`config.mk`:
```
export PLATFORM = sky130hd
export DESIGN_NAME = slab_slot_allocator_top_flat
export DESIGN_NICKNAME = d
export VERILOG_FILES = /design/src/slsa_pkg.sv /design/src/slsa_if.sv /design/src/slsa_ram.sv /design/src/slsa_unit.sv /design/src/slab_slot_allocator_top.sv /design/src/flat_wrapper.sv
export SDC_FILE = /design/constraint.sdc
export NUM_CORES = 2
export LEC_CHECK = 0
export ABC_AREA = 1
export BUFFER_PORTS_ARGS = -buffer_cell sky130_fd_sc_hd__buf_2
export CORE_MARGIN = 5
export CORE_UTILIZATION = 55
export CTS_CLUSTER_DIAMETER = 120
export CTS_CLUSTER_SIZE = 8
export DETAILED_ROUTE_END_ITERATION = 16
export PLACE_DENSITY_LB_ADDON = 0.05
export SYNTH_ARGS = -nofsm -noshare
export SYNTH_HDL_FRONTEND = slang
export SYNTH_SLANG_ARGS = --single-unit
```
`constraint.sdc`:
```
create_clock -name i_clk -period 11.95 [get_ports i_clk]
set_input_delay 2.39 -clock i_clk [delete_from_list [all_inputs] [get_ports i_clk]]
set_output_delay 2.39 -clock i_clk [all_outputs]
set_load 0.05 [all_outputs]
```
`src/slsa_pkg.sv`:
```
// slsa_pkg: shared types, codes and fixed widths of the slab slot allocator
`default_nettype none

package slsa_pkg;

    // fixed field widths
    localparam int FUNC_W     = 2;
    localparam int IDX_W      = 10;
    localparam int SLOT_W     = 10;
    localparam int STATUS_W   = 2;
    localparam int POOL_W     = 11;
    localparam int POOL_RESET = 1024;

    // shared unit widths and reciprocal scaling
    localparam int UNIT_W   = 24;
    localparam int UNIT_AW  = 10;
    localparam int RECIP_SH = 16;

    // operation codes
    localparam logic [FUNC_W-1:0] FUNC_ALLOC  = 2'd0;
    localparam logic [FUNC_W-1:0] FUNC_FREE   = 2'd1;
    localparam logic [FUNC_W-1:0] FUNC_REINIT = 2'd2;

    // status codes
    localparam logic [STATUS_W-1:0] ST_OK           = 2'd0;
    localparam logic [STATUS_W-1:0] ST_NO_SLOT      = 2'd1;
    localparam logic [STATUS_W-1:0] ST_ALREADY_FREE = 2'd2;
    localparam logic [STATUS_W-1:0] ST_RANGE        = 2'd3;

    // sequencer states
    typedef enum logic [3:0] {
        S_INIT,
        S_IDLE,
        S_A_CHK,
        S_A_RD,
        S_A_SLOT,
        S_F_CHK,
        S_F_DIV,
        S_F_REM,
        S_F_RD,
        S_RESP
    } t_state;

    // shared unit operations
    typedef enum logic [1:0] {
        UOP_NOP,
        UOP_RECIP,
        UOP_MAC,
        UOP_MSUB
    } t_uop;

    // request to the shared unit
    typedef struct packed {
        t_uop               op;
        logic [UNIT_AW-1:0] a;
        logic [UNIT_AW-1:0] b;
    } t_unit_req;

endpackage

`default_nettype wire

```
`src/slsa_if.sv`:
```
// slsa_if: valid/ready channel interfaces for request and result items
`default_nettype none

interface slsa_in_if import slsa_pkg::*; ();
    logic              valid;
    logic              ready;
    logic [FUNC_W-1:0] func;
    logic [IDX_W-1:0]  slot_index;

    modport source (output valid, output func, output slot_index, input ready);
    modport sink   (input valid, input func, input slot_index, output ready);
endinterface

interface slsa_out_if import slsa_pkg::*; ();
    logic                valid;
    logic                ready;
    logic [SLOT_W-1:0]   granted_slot;
    logic [STATUS_W-1:0] status;

    modport source (output valid, output granted_slot, output status, input ready);
    modport sink   (input valid, input granted_slot, input status, output ready);
endinterface

`default_nettype wire

```
`src/slsa_ram.sv`:
```
// slsa_ram: generic one-write one-read ram with registered read data
`default_nettype none

module slsa_ram #(
    parameter int  WIDTH = 64,
    parameter int  DEPTH = 16,
    localparam int AW    = (DEPTH > 1) ? $clog2(DEPTH) : 1
) (
    input  wire logic                 i_clk,
    input  wire logic                 i_we,
    input  wire logic [AW-1:0]        i_waddr,
    input  wire logic [WIDTH-1:0]     i_wdata,
    input  wire logic [AW-1:0]        i_raddr,
    output logic      [WIDTH-1:0]     o_rdata
);
    logic [WIDTH-1:0] r_mem [DEPTH];
    logic [WIDTH-1:0] r_rdata;

    // write port and registered read port
    always_ff @(posedge i_clk) begin
        if (i_we) begin
            r_mem[i_waddr] <= i_wdata;
        end
        r_rdata <= r_mem[i_raddr];
    end

    assign o_rdata = r_rdata;
endmodule

`default_nettype wire

```
`src/slsa_unit.sv`:
```
// slsa_unit: shared multiply unit for block split, remainder and slot number
`default_nettype none

module slsa_unit import slsa_pkg::*; #(
    parameter int SLOTS_PER_BLOCK = 64
) (
    input  wire logic              i_clk,
    input  wire t_unit_req         i_req,
    output logic      [UNIT_W-1:0] o_y
);
    localparam int RECIP_M = (1 << RECIP_SH) / SLOTS_PER_BLOCK;

    logic [UNIT_W-1:0] w_k;
    logic [UNIT_W-1:0] w_prod;
    logic [UNIT_W-1:0] n_y;
    logic [UNIT_W-1:0] r_y;

    // one multiplier, constant picked by operation
    always_comb begin
        w_k    = (i_req.op == UOP_RECIP) ? UNIT_W'(RECIP_M) : UNIT_W'(SLOTS_PER_BLOCK);
        w_prod = UNIT_W'(i_req.a) * w_k;
        case (i_req.op)
            UOP_RECIP: n_y = w_prod >> RECIP_SH;
            UOP_MAC:   n_y = w_prod + UNIT_W'(i_req.b);
            UOP_MSUB:  n_y = UNIT_W'(i_req.b) - w_prod;
            default:   n_y = '0;
        endcase
    end

    // registered result
    always_ff @(posedge i_clk) begin
        r_y <= n_y;
    end

    assign o_y = r_y;
endmodule

`default_nettype wire

```
`src/slab_slot_allocator_top.sv`:
```
// slab_slot_allocator_top: bitmap slab slot allocator with free block chain
//
// Request items arrive on i_in (func, slot_index) and each gives exactly one
// result item on o_out (granted_slot, status). i_cfg_we/i_cfg_wdata write
// pool_size, which is taken up at the next reinitialize.
// One item is in work at a time; i_in.ready is high only while idle.
// Allocate checks the head and reads its bitmap and link, then claims the
// lowest free slot, whose number the shared multiply unit forms, or steps
// over a full block along the chain. Free checks the range, splits the index
// into block and bit in the shared unit and reads the bitmap; an index beyond
// the pool goes straight to the result. Reinit writes one bitmap/link row per
// cycle. A spare code goes straight to the result.
// The ram reads are registered, and so is the result of the shared multiply
// unit, which splits the index into block and bit and forms the slot number.
// The result sits in an output register; a stalled receiver holds it there,
// and the block may take the next item meanwhile, finishing it once the
// register is free.
// Reset restores pool_size to 1024 and runs an init pass that clears the
// bitmaps, marking slots beyond the pool as used, and chains the blocks in order; no item is taken then.
`default_nettype none

module slab_slot_allocator_top import slsa_pkg::*; #(
    parameter int SLOTS_PER_BLOCK = 64,
    parameter int NUM_BLOCKS      = 16
) (
    input  wire logic              i_clk,
    input  wire logic              i_rst_n,
    input  wire logic              i_cfg_we,
    input  wire logic [POOL_W-1:0] i_cfg_wdata,
    slsa_in_if.sink                i_in,
    slsa_out_if.source             o_out
);
    localparam int SBW       = $clog2(SLOTS_PER_BLOCK);
    localparam int BW        = (NUM_BLOCKS > 1) ? $clog2(NUM_BLOCKS) : 1;
    localparam int LW        = $clog2(NUM_BLOCKS + 1);
    localparam int STW       = $clog2(NUM_BLOCKS + 2);
    localparam int CAP       = NUM_BLOCKS * SLOTS_PER_BLOCK;
    localparam int PMAX      = (CAP > 2047) ? CAP : 2047;
    localparam int PW        = $clog2(PMAX + 1);
    localparam int RESET_SAT = (POOL_RESET > CAP) ? CAP : POOL_RESET;
    localparam logic [SLOTS_PER_BLOCK-1:0] FULL_MASK = '1;

    t_state               r_state, n_state;
    logic [POOL_W-1:0]    r_pool_size, n_pool_size;
    logic [PW-1:0]        r_sat, n_sat;
    logic [PW-1:0]        r_base, n_base;
    logic [LW-1:0]        r_ablk, n_ablk;
    logic [BW-1:0]        r_idx, n_idx;
    logic                 r_from_op, n_from_op;
    logic [BW-1:0]        r_head, n_head;
    logic                 r_hv, n_hv;
    logic [STW-1:0]       r_steps, n_steps;
    logic [IDX_W-1:0]     r_slot_idx, n_slot_idx;
    logic [UNIT_AW-1:0]   r_q, n_q;
    logic [BW-1:0]        r_blk, n_blk;
    logic [SBW-1:0]       r_bit, n_bit;
    logic [SLOT_W-1:0]    r_res_slot, n_res_slot;
    logic [STATUS_W-1:0]  r_res_status, n_res_status;
    logic                 r_out_valid, n_out_valid;
    logic [SLOT_W-1:0]    r_out_slot, n_out_slot;
    logic [STATUS_W-1:0]  r_out_status, n_out_status;

    // ram ports
    logic                       w_bm_we;
    logic [BW-1:0]              w_bm_waddr;
    logic [SLOTS_PER_BLOCK-1:0] w_bm_wdata;
    logic [BW-1:0]              w_bm_raddr;
    logic [SLOTS_PER_BLOCK-1:0] w_bm_rd;
    logic                       w_ln_we;
    logic [BW-1:0]              w_ln_waddr;
    logic [LW-1:0]              w_ln_wdata;
    logic [LW-1:0]              w_ln_rd;

    // shared unit
    t_unit_req                  w_ureq;
    logic [UNIT_W-1:0]          w_uy;

    // helpers
    logic [SLOTS_PER_BLOCK-1:0] w_free;
    logic [SLOTS_PER_BLOCK-1:0] w_low;
    logic [SBW-1:0]             w_ffs_bit;
    logic [PW-1:0]              w_rem_pool;
    logic                       w_active;
    logic                       w_partial;
    logic [SLOTS_PER_BLOCK-1:0] w_init_mask;
    logic                       w_rem_ge;
    logic [UNIT_W-1:0]          w_rem;
    logic [UNIT_AW-1:0]         w_q_c;

    slsa_ram #(
        .WIDTH (SLOTS_PER_BLOCK),
        .DEPTH (NUM_BLOCKS)
    ) u_bitmap_ram (
        .i_clk   (i_clk),
        .i_we    (w_bm_we),
        .i_waddr (w_bm_waddr),
        .i_wdata (w_bm_wdata),
        .i_raddr (w_bm_raddr),
        .o_rdata (w_bm_rd)
    );

    slsa_ram #(
        .WIDTH (LW),
        .DEPTH (NUM_BLOCKS)
    ) u_link_ram (
        .i_clk   (i_clk),
        .i_we    (w_ln_we),
        .i_waddr (w_ln_waddr),
        .i_wdata (w_ln_wdata),
        .i_raddr (r_head),
        .o_rdata (w_ln_rd)
    );

    slsa_unit #(
        .SLOTS_PER_BLOCK (SLOTS_PER_BLOCK)
    ) u_unit (
        .i_clk (i_clk),
        .i_req (w_ureq),
        .o_y   (w_uy)
    );

    // lowest free slot of the block just read
    always_comb begin
        w_free    = ~w_bm_rd;
        w_low     = w_free & (~w_free + SLOTS_PER_BLOCK'(1));
        w_ffs_bit = '0;
        for (int j = 0; j < SLOTS_PER_BLOCK; j++) begin
            if (w_low[j]) begin
                w_ffs_bit = w_ffs_bit | SBW'(j);
            end
        end
    end

    // row contents during the init pass
    always_comb begin
        w_rem_pool  = r_sat - r_base;
        w_active    = r_base < r_sat;
        w_partial   = w_active && (w_rem_pool < PW'(SLOTS_PER_BLOCK));
        w_init_mask = w_partial ? (FULL_MASK << w_rem_pool[SBW-1:0]) : '0;
    end

    // remainder correction after the reciprocal split
    always_comb begin
        w_rem_ge = w_uy >= UNIT_W'(SLOTS_PER_BLOCK);
        w_rem    = w_rem_ge ? (w_uy - UNIT_W'(SLOTS_PER_BLOCK)) : w_uy;
        w_q_c    = r_q + UNIT_AW'(w_rem_ge);
    end

    // state and payload registers
    always_ff @(posedge i_clk) begin
        if (!i_rst_n) begin
            r_state     <= S_INIT;
            r_pool_size <= POOL_W'(POOL_RESET);
            r_sat       <= PW'(RESET_SAT);
            r_base      <= '0;
            r_ablk      <= '0;
            r_idx       <= '0;
            r_from_op   <= 1'b0;
            r_head      <= '0;
            r_hv        <= 1'b0;
            r_steps     <= '0;
            r_out_valid <= 1'b0;
        end else begin
            r_state     <= n_state;
            r_pool_size <= n_pool_size;
            r_sat       <= n_sat;
            r_base      <= n_base;
            r_ablk      <= n_ablk;
            r_idx       <= n_idx;
            r_from_op   <= n_from_op;
            r_head      <= n_head;
            r_hv        <= n_hv;
            r_steps     <= n_steps;
            r_out_valid <= n_out_valid;
        end
        r_slot_idx   <= n_slot_idx;
        r_q          <= n_q;
        r_blk        <= n_blk;
        r_bit        <= n_bit;
        r_res_slot   <= n_res_slot;
        r_res_status <= n_res_status;
        r_out_slot   <= n_out_slot;
        r_out_status <= n_out_status;
    end

    // sequencer: next state, ram and unit control
    always_comb begin
        n_state      = r_state;
        n_pool_size  = i_cfg_we ? i_cfg_wdata : r_pool_size;
        n_sat        = r_sat;
        n_base       = r_base;
        n_ablk       = r_ablk;
        n_idx        = r_idx;
        n_from_op    = r_from_op;
        n_head       = r_head;
        n_hv         = r_hv;
        n_steps      = r_steps;
        n_slot_idx   = r_slot_idx;
        n_q          = r_q;
        n_blk        = r_blk;
        n_bit        = r_bit;
        n_res_slot   = r_res_slot;
        n_res_status = r_res_status;
        n_out_valid  = r_out_valid && !o_out.ready;
        n_out_slot   = r_out_slot;
        n_out_status = r_out_status;

        w_bm_we    = 1'b0;
        w_bm_waddr = r_head;
        w_bm_wdata = w_bm_rd;
        w_bm_raddr = r_head;
        w_ln_we    = 1'b0;
        w_ln_waddr = r_idx;
        w_ln_wdata = LW'(r_idx) + LW'(1);
        w_ureq     = '{op: UOP_NOP, a: '0, b: '0};

        case (r_state)
            // one bitmap and link row per cycle
            S_INIT: begin
                w_bm_we    = 1'b1;
                w_bm_waddr = r_idx;
                w_bm_wdata = w_init_mask;
                w_ln_we    = 1'b1;
                n_base     = r_base + PW'(SLOTS_PER_BLOCK);
                n_ablk     = r_ablk + LW'(w_active);
                n_idx      = r_idx + BW'(1);
                if (r_idx == BW'(NUM_BLOCKS - 1)) begin
                    n_head       = '0;
                    n_hv         = n_ablk != '0;
                    n_res_slot   = '0;
                    n_res_status = ST_OK;
                    n_state      = r_from_op ? S_RESP : S_IDLE;
                end
            end

            // take a new item
            S_IDLE: begin
                if (i_in.valid) begin
                    n_slot_idx   = i_in.slot_index;
                    n_steps      = '0;
                    n_res_slot   = '0;
                    n_res_status = ST_OK;
                    case (i_in.func)
                        FUNC_ALLOC: n_state = S_A_CHK;
                        FUNC_FREE:  n_state = S_F_CHK;
                        FUNC_REINIT: begin
                            n_sat     = (PW'(r_pool_size) > PW'(CAP)) ?
                                        PW'(CAP) : PW'(r_pool_size);
                            n_base    = '0;
                            n_ablk    = '0;
                            n_idx     = '0;
                            n_from_op = 1'b1;
                            n_state   = S_INIT;
                        end
                        default:    n_state = S_RESP;
                    endcase
                end
            end

            // allocate: check head, read its bitmap and link
            S_A_CHK: begin
                if (!r_hv || (LW'(r_head) >= r_ablk)) begin
                    n_hv         = 1'b0;
                    n_res_status = ST_NO_SLOT;
                    n_state      = S_RESP;
                end else begin
                    n_state = S_A_RD;
                end
            end

            // allocate: claim lowest free slot or step along the chain
            S_A_RD: begin
                if (w_free != '0) begin
                    w_bm_we    = 1'b1;
                    w_bm_waddr = r_head;
                    w_bm_wdata = w_bm_rd | w_low;
                    w_ureq     = '{op: UOP_MAC, a: UNIT_AW'(r_head), b: UNIT_AW'(w_ffs_bit)};
                    n_state    = S_A_SLOT;
                end else begin
                    if (w_ln_rd < r_ablk) begin
                        n_head = w_ln_rd[BW-1:0];
                    end else begin
                        n_hv = 1'b0;
                    end
                    if (r_steps == STW'(NUM_BLOCKS)) begin
                        n_res_status = ST_NO_SLOT;
                        n_state      = S_RESP;
                    end else begin
                        n_steps = r_steps + STW'(1);
                        n_state = S_A_CHK;
                    end
                end
            end

            // allocate: slot number from the unit
            S_A_SLOT: begin
                n_res_slot   = w_uy[SLOT_W-1:0];
                n_res_status = ST_OK;
                n_state      = S_RESP;
            end

            // free: range check, start the block split
            S_F_CHK: begin
                if (PW'(r_slot_idx) >= r_sat) begin
                    n_res_status = ST_RANGE;
                    n_state      = S_RESP;
                end else begin
                    w_ureq  = '{op: UOP_RECIP, a: UNIT_AW'(r_slot_idx), b: '0};
                    n_state = S_F_DIV;
                end
            end

            // free: estimated block, ask for the remainder
            S_F_DIV: begin
                n_q     = w_uy[UNIT_AW-1:0];
                w_ureq  = '{op: UOP_MSUB, a: w_uy[UNIT_AW-1:0], b: UNIT_AW'(r_slot_idx)};
                n_state = S_F_REM;
            end

            // free: corrected block and bit, read the bitmap
            S_F_REM: begin
                n_blk      = w_q_c[BW-1:0];
                n_bit      = w_rem[SBW-1:0];
                w_bm_raddr = w_q_c[BW-1:0];
                n_state    = S_F_RD;
            end

            // free: clear the bit, push a block that was full
            S_F_RD: begin
                if (!w_bm_rd[r_bit]) begin
                    n_res_status = ST_ALREADY_FREE;
                end else begin
                    w_bm_we    = 1'b1;
                    w_bm_waddr = r_blk;
                    w_bm_wdata = w_bm_rd & ~(SLOTS_PER_BLOCK'(1) << r_bit);
                    if ((w_bm_rd == FULL_MASK) && !(r_hv && (r_head == r_blk))) begin
                        w_ln_we    = 1'b1;
                        w_ln_waddr = r_blk;
                        w_ln_wdata = r_hv ? LW'(r_head) : r_ablk;
                        n_head     = r_blk;
                        n_hv       = 1'b1;
                    end
                    n_res_status = ST_OK;
                end
                n_state = S_RESP;
            end

            // hand the result to the output register
            S_RESP: begin
                if (!r_out_valid || o_out.ready) begin
                    n_out_valid  = 1'b1;
                    n_out_slot   = r_res_slot;
                    n_out_status = r_res_status;
                    n_from_op    = 1'b0;
                    n_state      = S_IDLE;
                end
            end

            default: n_state = S_IDLE;
        endcase
    end

    // channel outputs
    assign i_in.ready         = (r_state == S_IDLE);
    assign o_out.valid        = r_out_valid;
    assign o_out.granted_slot = r_out_slot;
    assign o_out.status       = r_out_status;
endmodule

`default_nettype wire

```
`src/flat_wrapper.sv`:
```
// flat-port wrapper written by rule: the top's interface ports become plain ports
module slab_slot_allocator_top_flat import slsa_pkg::*;
#(
    parameter int SLOTS_PER_BLOCK = 64,
    parameter int NUM_BLOCKS      = 16
)
  (i_clk, i_rst_n, i_cfg_we, i_cfg_wdata, i_in_valid, i_in_func, i_in_slot_index, i_in_ready, o_out_valid, o_out_granted_slot, o_out_status, o_out_ready);
  slsa_in_if i_in_i ();
  slsa_out_if o_out_i ();
  input  wire logic i_clk;
  input  wire logic i_rst_n;
  input  wire logic i_cfg_we;
  input  wire logic [POOL_W-1:0] i_cfg_wdata;
  input wire logic [$bits(i_in_i.valid)-1:0] i_in_valid;
  input wire logic [$bits(i_in_i.func)-1:0] i_in_func;
  input wire logic [$bits(i_in_i.slot_index)-1:0] i_in_slot_index;
  output wire logic [$bits(i_in_i.ready)-1:0] i_in_ready;
  output wire logic [$bits(o_out_i.valid)-1:0] o_out_valid;
  output wire logic [$bits(o_out_i.granted_slot)-1:0] o_out_granted_slot;
  output wire logic [$bits(o_out_i.status)-1:0] o_out_status;
  input wire logic [$bits(o_out_i.ready)-1:0] o_out_ready;
  assign i_in_i.valid = i_in_valid;
  assign i_in_i.func = i_in_func;
  assign i_in_i.slot_index = i_in_slot_index;
  assign i_in_ready = i_in_i.ready;
  assign o_out_valid = o_out_i.valid;
  assign o_out_granted_slot = o_out_i.granted_slot;
  assign o_out_status = o_out_i.status;
  assign o_out_i.ready = o_out_ready;
  slab_slot_allocator_top #(.SLOTS_PER_BLOCK(SLOTS_PER_BLOCK), .NUM_BLOCKS(NUM_BLOCKS)) u_core (.i_clk(i_clk), .i_rst_n(i_rst_n), .i_cfg_we(i_cfg_we), .i_cfg_wdata(i_cfg_wdata), .i_in(i_in_i), .o_out(o_out_i));
endmodule
```
==> summary.txt <==
Status
  • Outcome: completed

Routing
  • DRC: 0
  • DRC marker count from the first detailed-route iteration: 5231
  • Via count: 42900
  • DR WL/cell: 26.8 um
  • Post-Route WL: 180000 um
  • Vias/cell: 6.35
  • DRT Pass-1 Iters: 10
  • Routed Antenna Nets: 0

GRT
  • Gr ovfl total: 0
  • Global-route wire length before repair: 264000 um
  • Vias in the first global route: 40600
  • Largest net degree at the start of global routing: 234
  • Antenna violations before repair: 3
  • Total GRT Usage: 32.5%

Worst setup path
  • CP Max Fanout: 233
  • Required @ worst endpoint: 12580 ps
  • CP Launch Type: register
  • Crit path kind: register to register
  • Crit path DAT: 6040 ps
  • Worst setup EP type: register
  • R2R Path Start: u_core.u_unit.o_y[13]
  • Worst Setup SP: u_core.u_unit.o_y[13]

Clock network
  • H-tree levels: 4
  • CTS buffer count: 180
  • Clk_lat worst skew: 780 ps
  • CTS resizes: 0
  • Setup Fix Bufs, Post-CTS: 0
  • Clk slew on worst S/H paths: 60 ps
  • # hold bufs at CTS: 0
  • CTS Buffer Depth: 3
  • Clock Tree Root: clkbuf_16
  • Clock Sinks: 1296
  • CTS tree: yes

Run
  • MaxCap Viol Count: 0

STA
  • Final worst setup slack: 6540 ps
  • Slew Limit Fails: 0
  • Setup violations, final: 0
  • Fin. Hold Viols: 0
  • Final Skew: 31.1 ps
  • Setup TNS: 0 ps
  • Maximum clock rate: 0.185 GHz
  • Relative slew slack: 11.7%
  • Worst-margin pin slew: 1310 ps
  • Fin Hold WS: 416 ps
  • Period utilization: 45.3%
  • Fin crit period: 5410 ps
  • RSZ-0062 raised after global routing: false

Pwr
  • Net Switching: 2.32 mW
  • Static leakage: 22.6 nW
  • Peak VDD IR: 0.000169 V
  • Seq pwr share: 50.0%
  • Combinational power share: 4.3%
  • Pwr Density: 163 nW/um^2
  • Internal power: 8.09 mW
  • Sw Ratio: 22.3%
  • Clock power share: 45.7%

Synth
  • Compound-Gate Fraction of Synth Area: 13.7%
  • Synth warn: 0
  • Largest family of logic cells by synthesized area: simple AND/OR/NAND/NOR gates
  • Leading area contributor after synthesis: edfxtp_1
  • Register area share after synthesis: 66.1%
  • Cells after Synth: 5211
  • Area share of fa/ha/maj cells after synthesis: 1.36%
  • Post-Synth XOR/XNOR Area: 0.247%
  • Syn_area_per_cell: 10.9 um^2
  • Register bit total from synthesis: 1296
  • Async set-or-reset flop fraction in the synthesized netlist: 0%
  • Post-synthesis mux area share: 0%
  • Main synth FF type: edfxtp_1
  • Synth area leaders: edfxtp_1, o21ai_0, nor2_1
  • Post-synthesis instance area: 56700 um^2
  • Post-synth EDFFs: 1152
  • Post-Synth Simple-Gate Area: 14.3%
  • Distinct cells, synth: 60
  • Top cell type's share of synthesized area: 61.0%

Finish
  • Area growth syn-to-layout: 12.4%
  • Layout Nets: 5317
  • Layout Utilization: 62.4%
  • Fill cells: 8346
  • Fraction of layout instances using a drive strength above 1: 7.85%

Floorplan
  • Die area: 110000 um^2
  • Starting Density: 55.5%
  • DIE HEIGHT: 331 um
  • Core footprint: 102000 um^2
  • Die W: 331 um
  • I/O Pins: 42
  • Cell Rows: 117

Hold path
  • Hold Startpoint: u_core.r_res_status[1]
  • HP Class: register to register

Place
  • HPWL Detailed: 109000 um
  • Worst slack, placed: 6630 ps
  • PortBufs: 41
  • Placer Congestion: 1.13
registers in the layout, indices dropped and copies added (netlist names), 5 cells and up:
register	cells
u_core.o_out.granted_slot	10
u_core.r_ablk	5
u_core.r_base	5
u_core.r_bit	6
u_core.r_pool_size	11
u_core.r_res_slot	10
u_core.r_sat	11
u_core.r_slot_idx	10
u_core.r_steps	5
u_core.u_bitmap_ram.o_rdata	64
u_core.u_bitmap_ram.r_mem	1024
u_core.u_link_ram.o_rdata	5
u_core.u_link_ram.r_mem	80
u_core.u_unit.o_y	23
power groups by stage:
| stage | logic, mW | clock network, mW | registers, mW |
|---|---|---|---|
| global placement | 0.432 | 0 | 5.28 |
| CTS | 0.436 | 4.83 | 5.19 |
| global route | 0.478 | 5.05 | 5.20 |
| detailed placement | 0.434 | 0 | 5.28 |
| floorplan | 0.249 | 0 | 5.23 |
| finish | 0.444 | 4.76 | 5.20 |
final cells by class:
class,instances,area (um^2),area share (%)
Antenna cell,2,5.00,0.00785
Clock buffer,314,5070,7.95
Inverter,331,1260,1.98
Tap cell,1368,1710,2.68
Multi-Input combinational cell,3288,17000,26.7
Timing Repair Buffer,131,918,1.44
Clock inverter,14,270,0.424
Sequential cell,1296,37500,58.8
stage by stage:
step | std cells | power (mW) | cell area (um^2)
2_1_floorplan | 5217 | 5.47 | 56700
3_3_place_gp | 6414 | 5.71 | 58400
3_5_place_dp | 6414 | 5.71 | 58400
4_1_cts | 6742 | 10.5 | 63800
5_1_grt | 6743 | 10.7 | 63800
6_report | 6744 | 10.4 | 63800
per-layer routing:
metal | share of wire (%) | track usage, % | up-vias
met4 | 4.9 | 14.8 | 4
met5 | 0.017 | 0 | -
met1 | 41 | 45.3 | 21000
li1 | - | - | 19000
met2 | 45 | 50.0 | 2399
met3 | 9.8 | 6.48 | 476
placed cells by master (no fill, tap or decap), types with 9 or more instances in the layout:
cell and n:
nor2_1 842, a21oi_1 98, buf_4 87, a22oi_1 19
dfxtp_1 144, nor4_1 9, clkbuf_16 183, inv_1 304
ha_1 60, nor2_2 9, a31oi_1 9, nand3_1 275
clkbuf_1 131, nor3_1 62, o221ai_1 192, buf_2 41
o21ai_0 670, nand2_1 583, inv_2 16, edfxtp_1 1152
nand4_1 81, o211ai_1 105, o22ai_1 113, nor2_4 28
xor2_1 12, o21ai_1 14
critical path, stage by stage (launching register included):
cell,delay (ps)
dfxtp_1,290
nor4_1,340
nand2_1,120
nor4_1,190
nand3_1,140
ha_1,320
nand2_1,110
o21ai_4,60
buf_4,340
inv_8,630
buf_12,650
buf_4,710
o21ai_0,160
o22ai_1,170
o211ai_1,280
nand2_1,460
cell usage after synthesis (all sizes together), types with 2 or more instances:
master and number:
a211oi 9, a21o 4, a21oi 101, a221oi 7
a22oi 19, a311oi 4, a31oi 9, a32oi 3
and2 4, and3 2, buf 58, clkbuf 244
clkinv 7, conb 2, dfxtp 144, edfxtp 1152
ha 60, inv 324, nand2 591, nand3 278
nand3b 4, nand4 81, nor2 879, nor3 67
nor3b 5, nor4 9, o2111ai 5, o211ai 105
o21ai 690, o21bai 2, o221ai 193, o22ai 115
o311ai 3, o31ai 6, or2 3, xnor2 4
xor2 12
path summary, 6_finish.rpt:
kind                                           to  slack [ps]  cells past startpoint
hold / removal             u_core.o_out.status[1]         420                      0
setup reg to reg  u_core.u_bitmap_ram.o_rdata[35]        6540                     15
setup / recovery  u_core.u_bitmap_ram.o_rdata[35]        6540                     15
hold reg to reg            u_core.o_out.status[1]         420                      0
logic make-up after synthesis:
family | Yosys count
adders and majority gates | 61
and+or+nand+nor | 1923
xor gates and xnor gates | 16
other | 2
DFF | 1296
buffers and inverters | 633
AOI/OAI and AO/OA | 1280
Note: power is estimated with default switching activity, not from simulation.
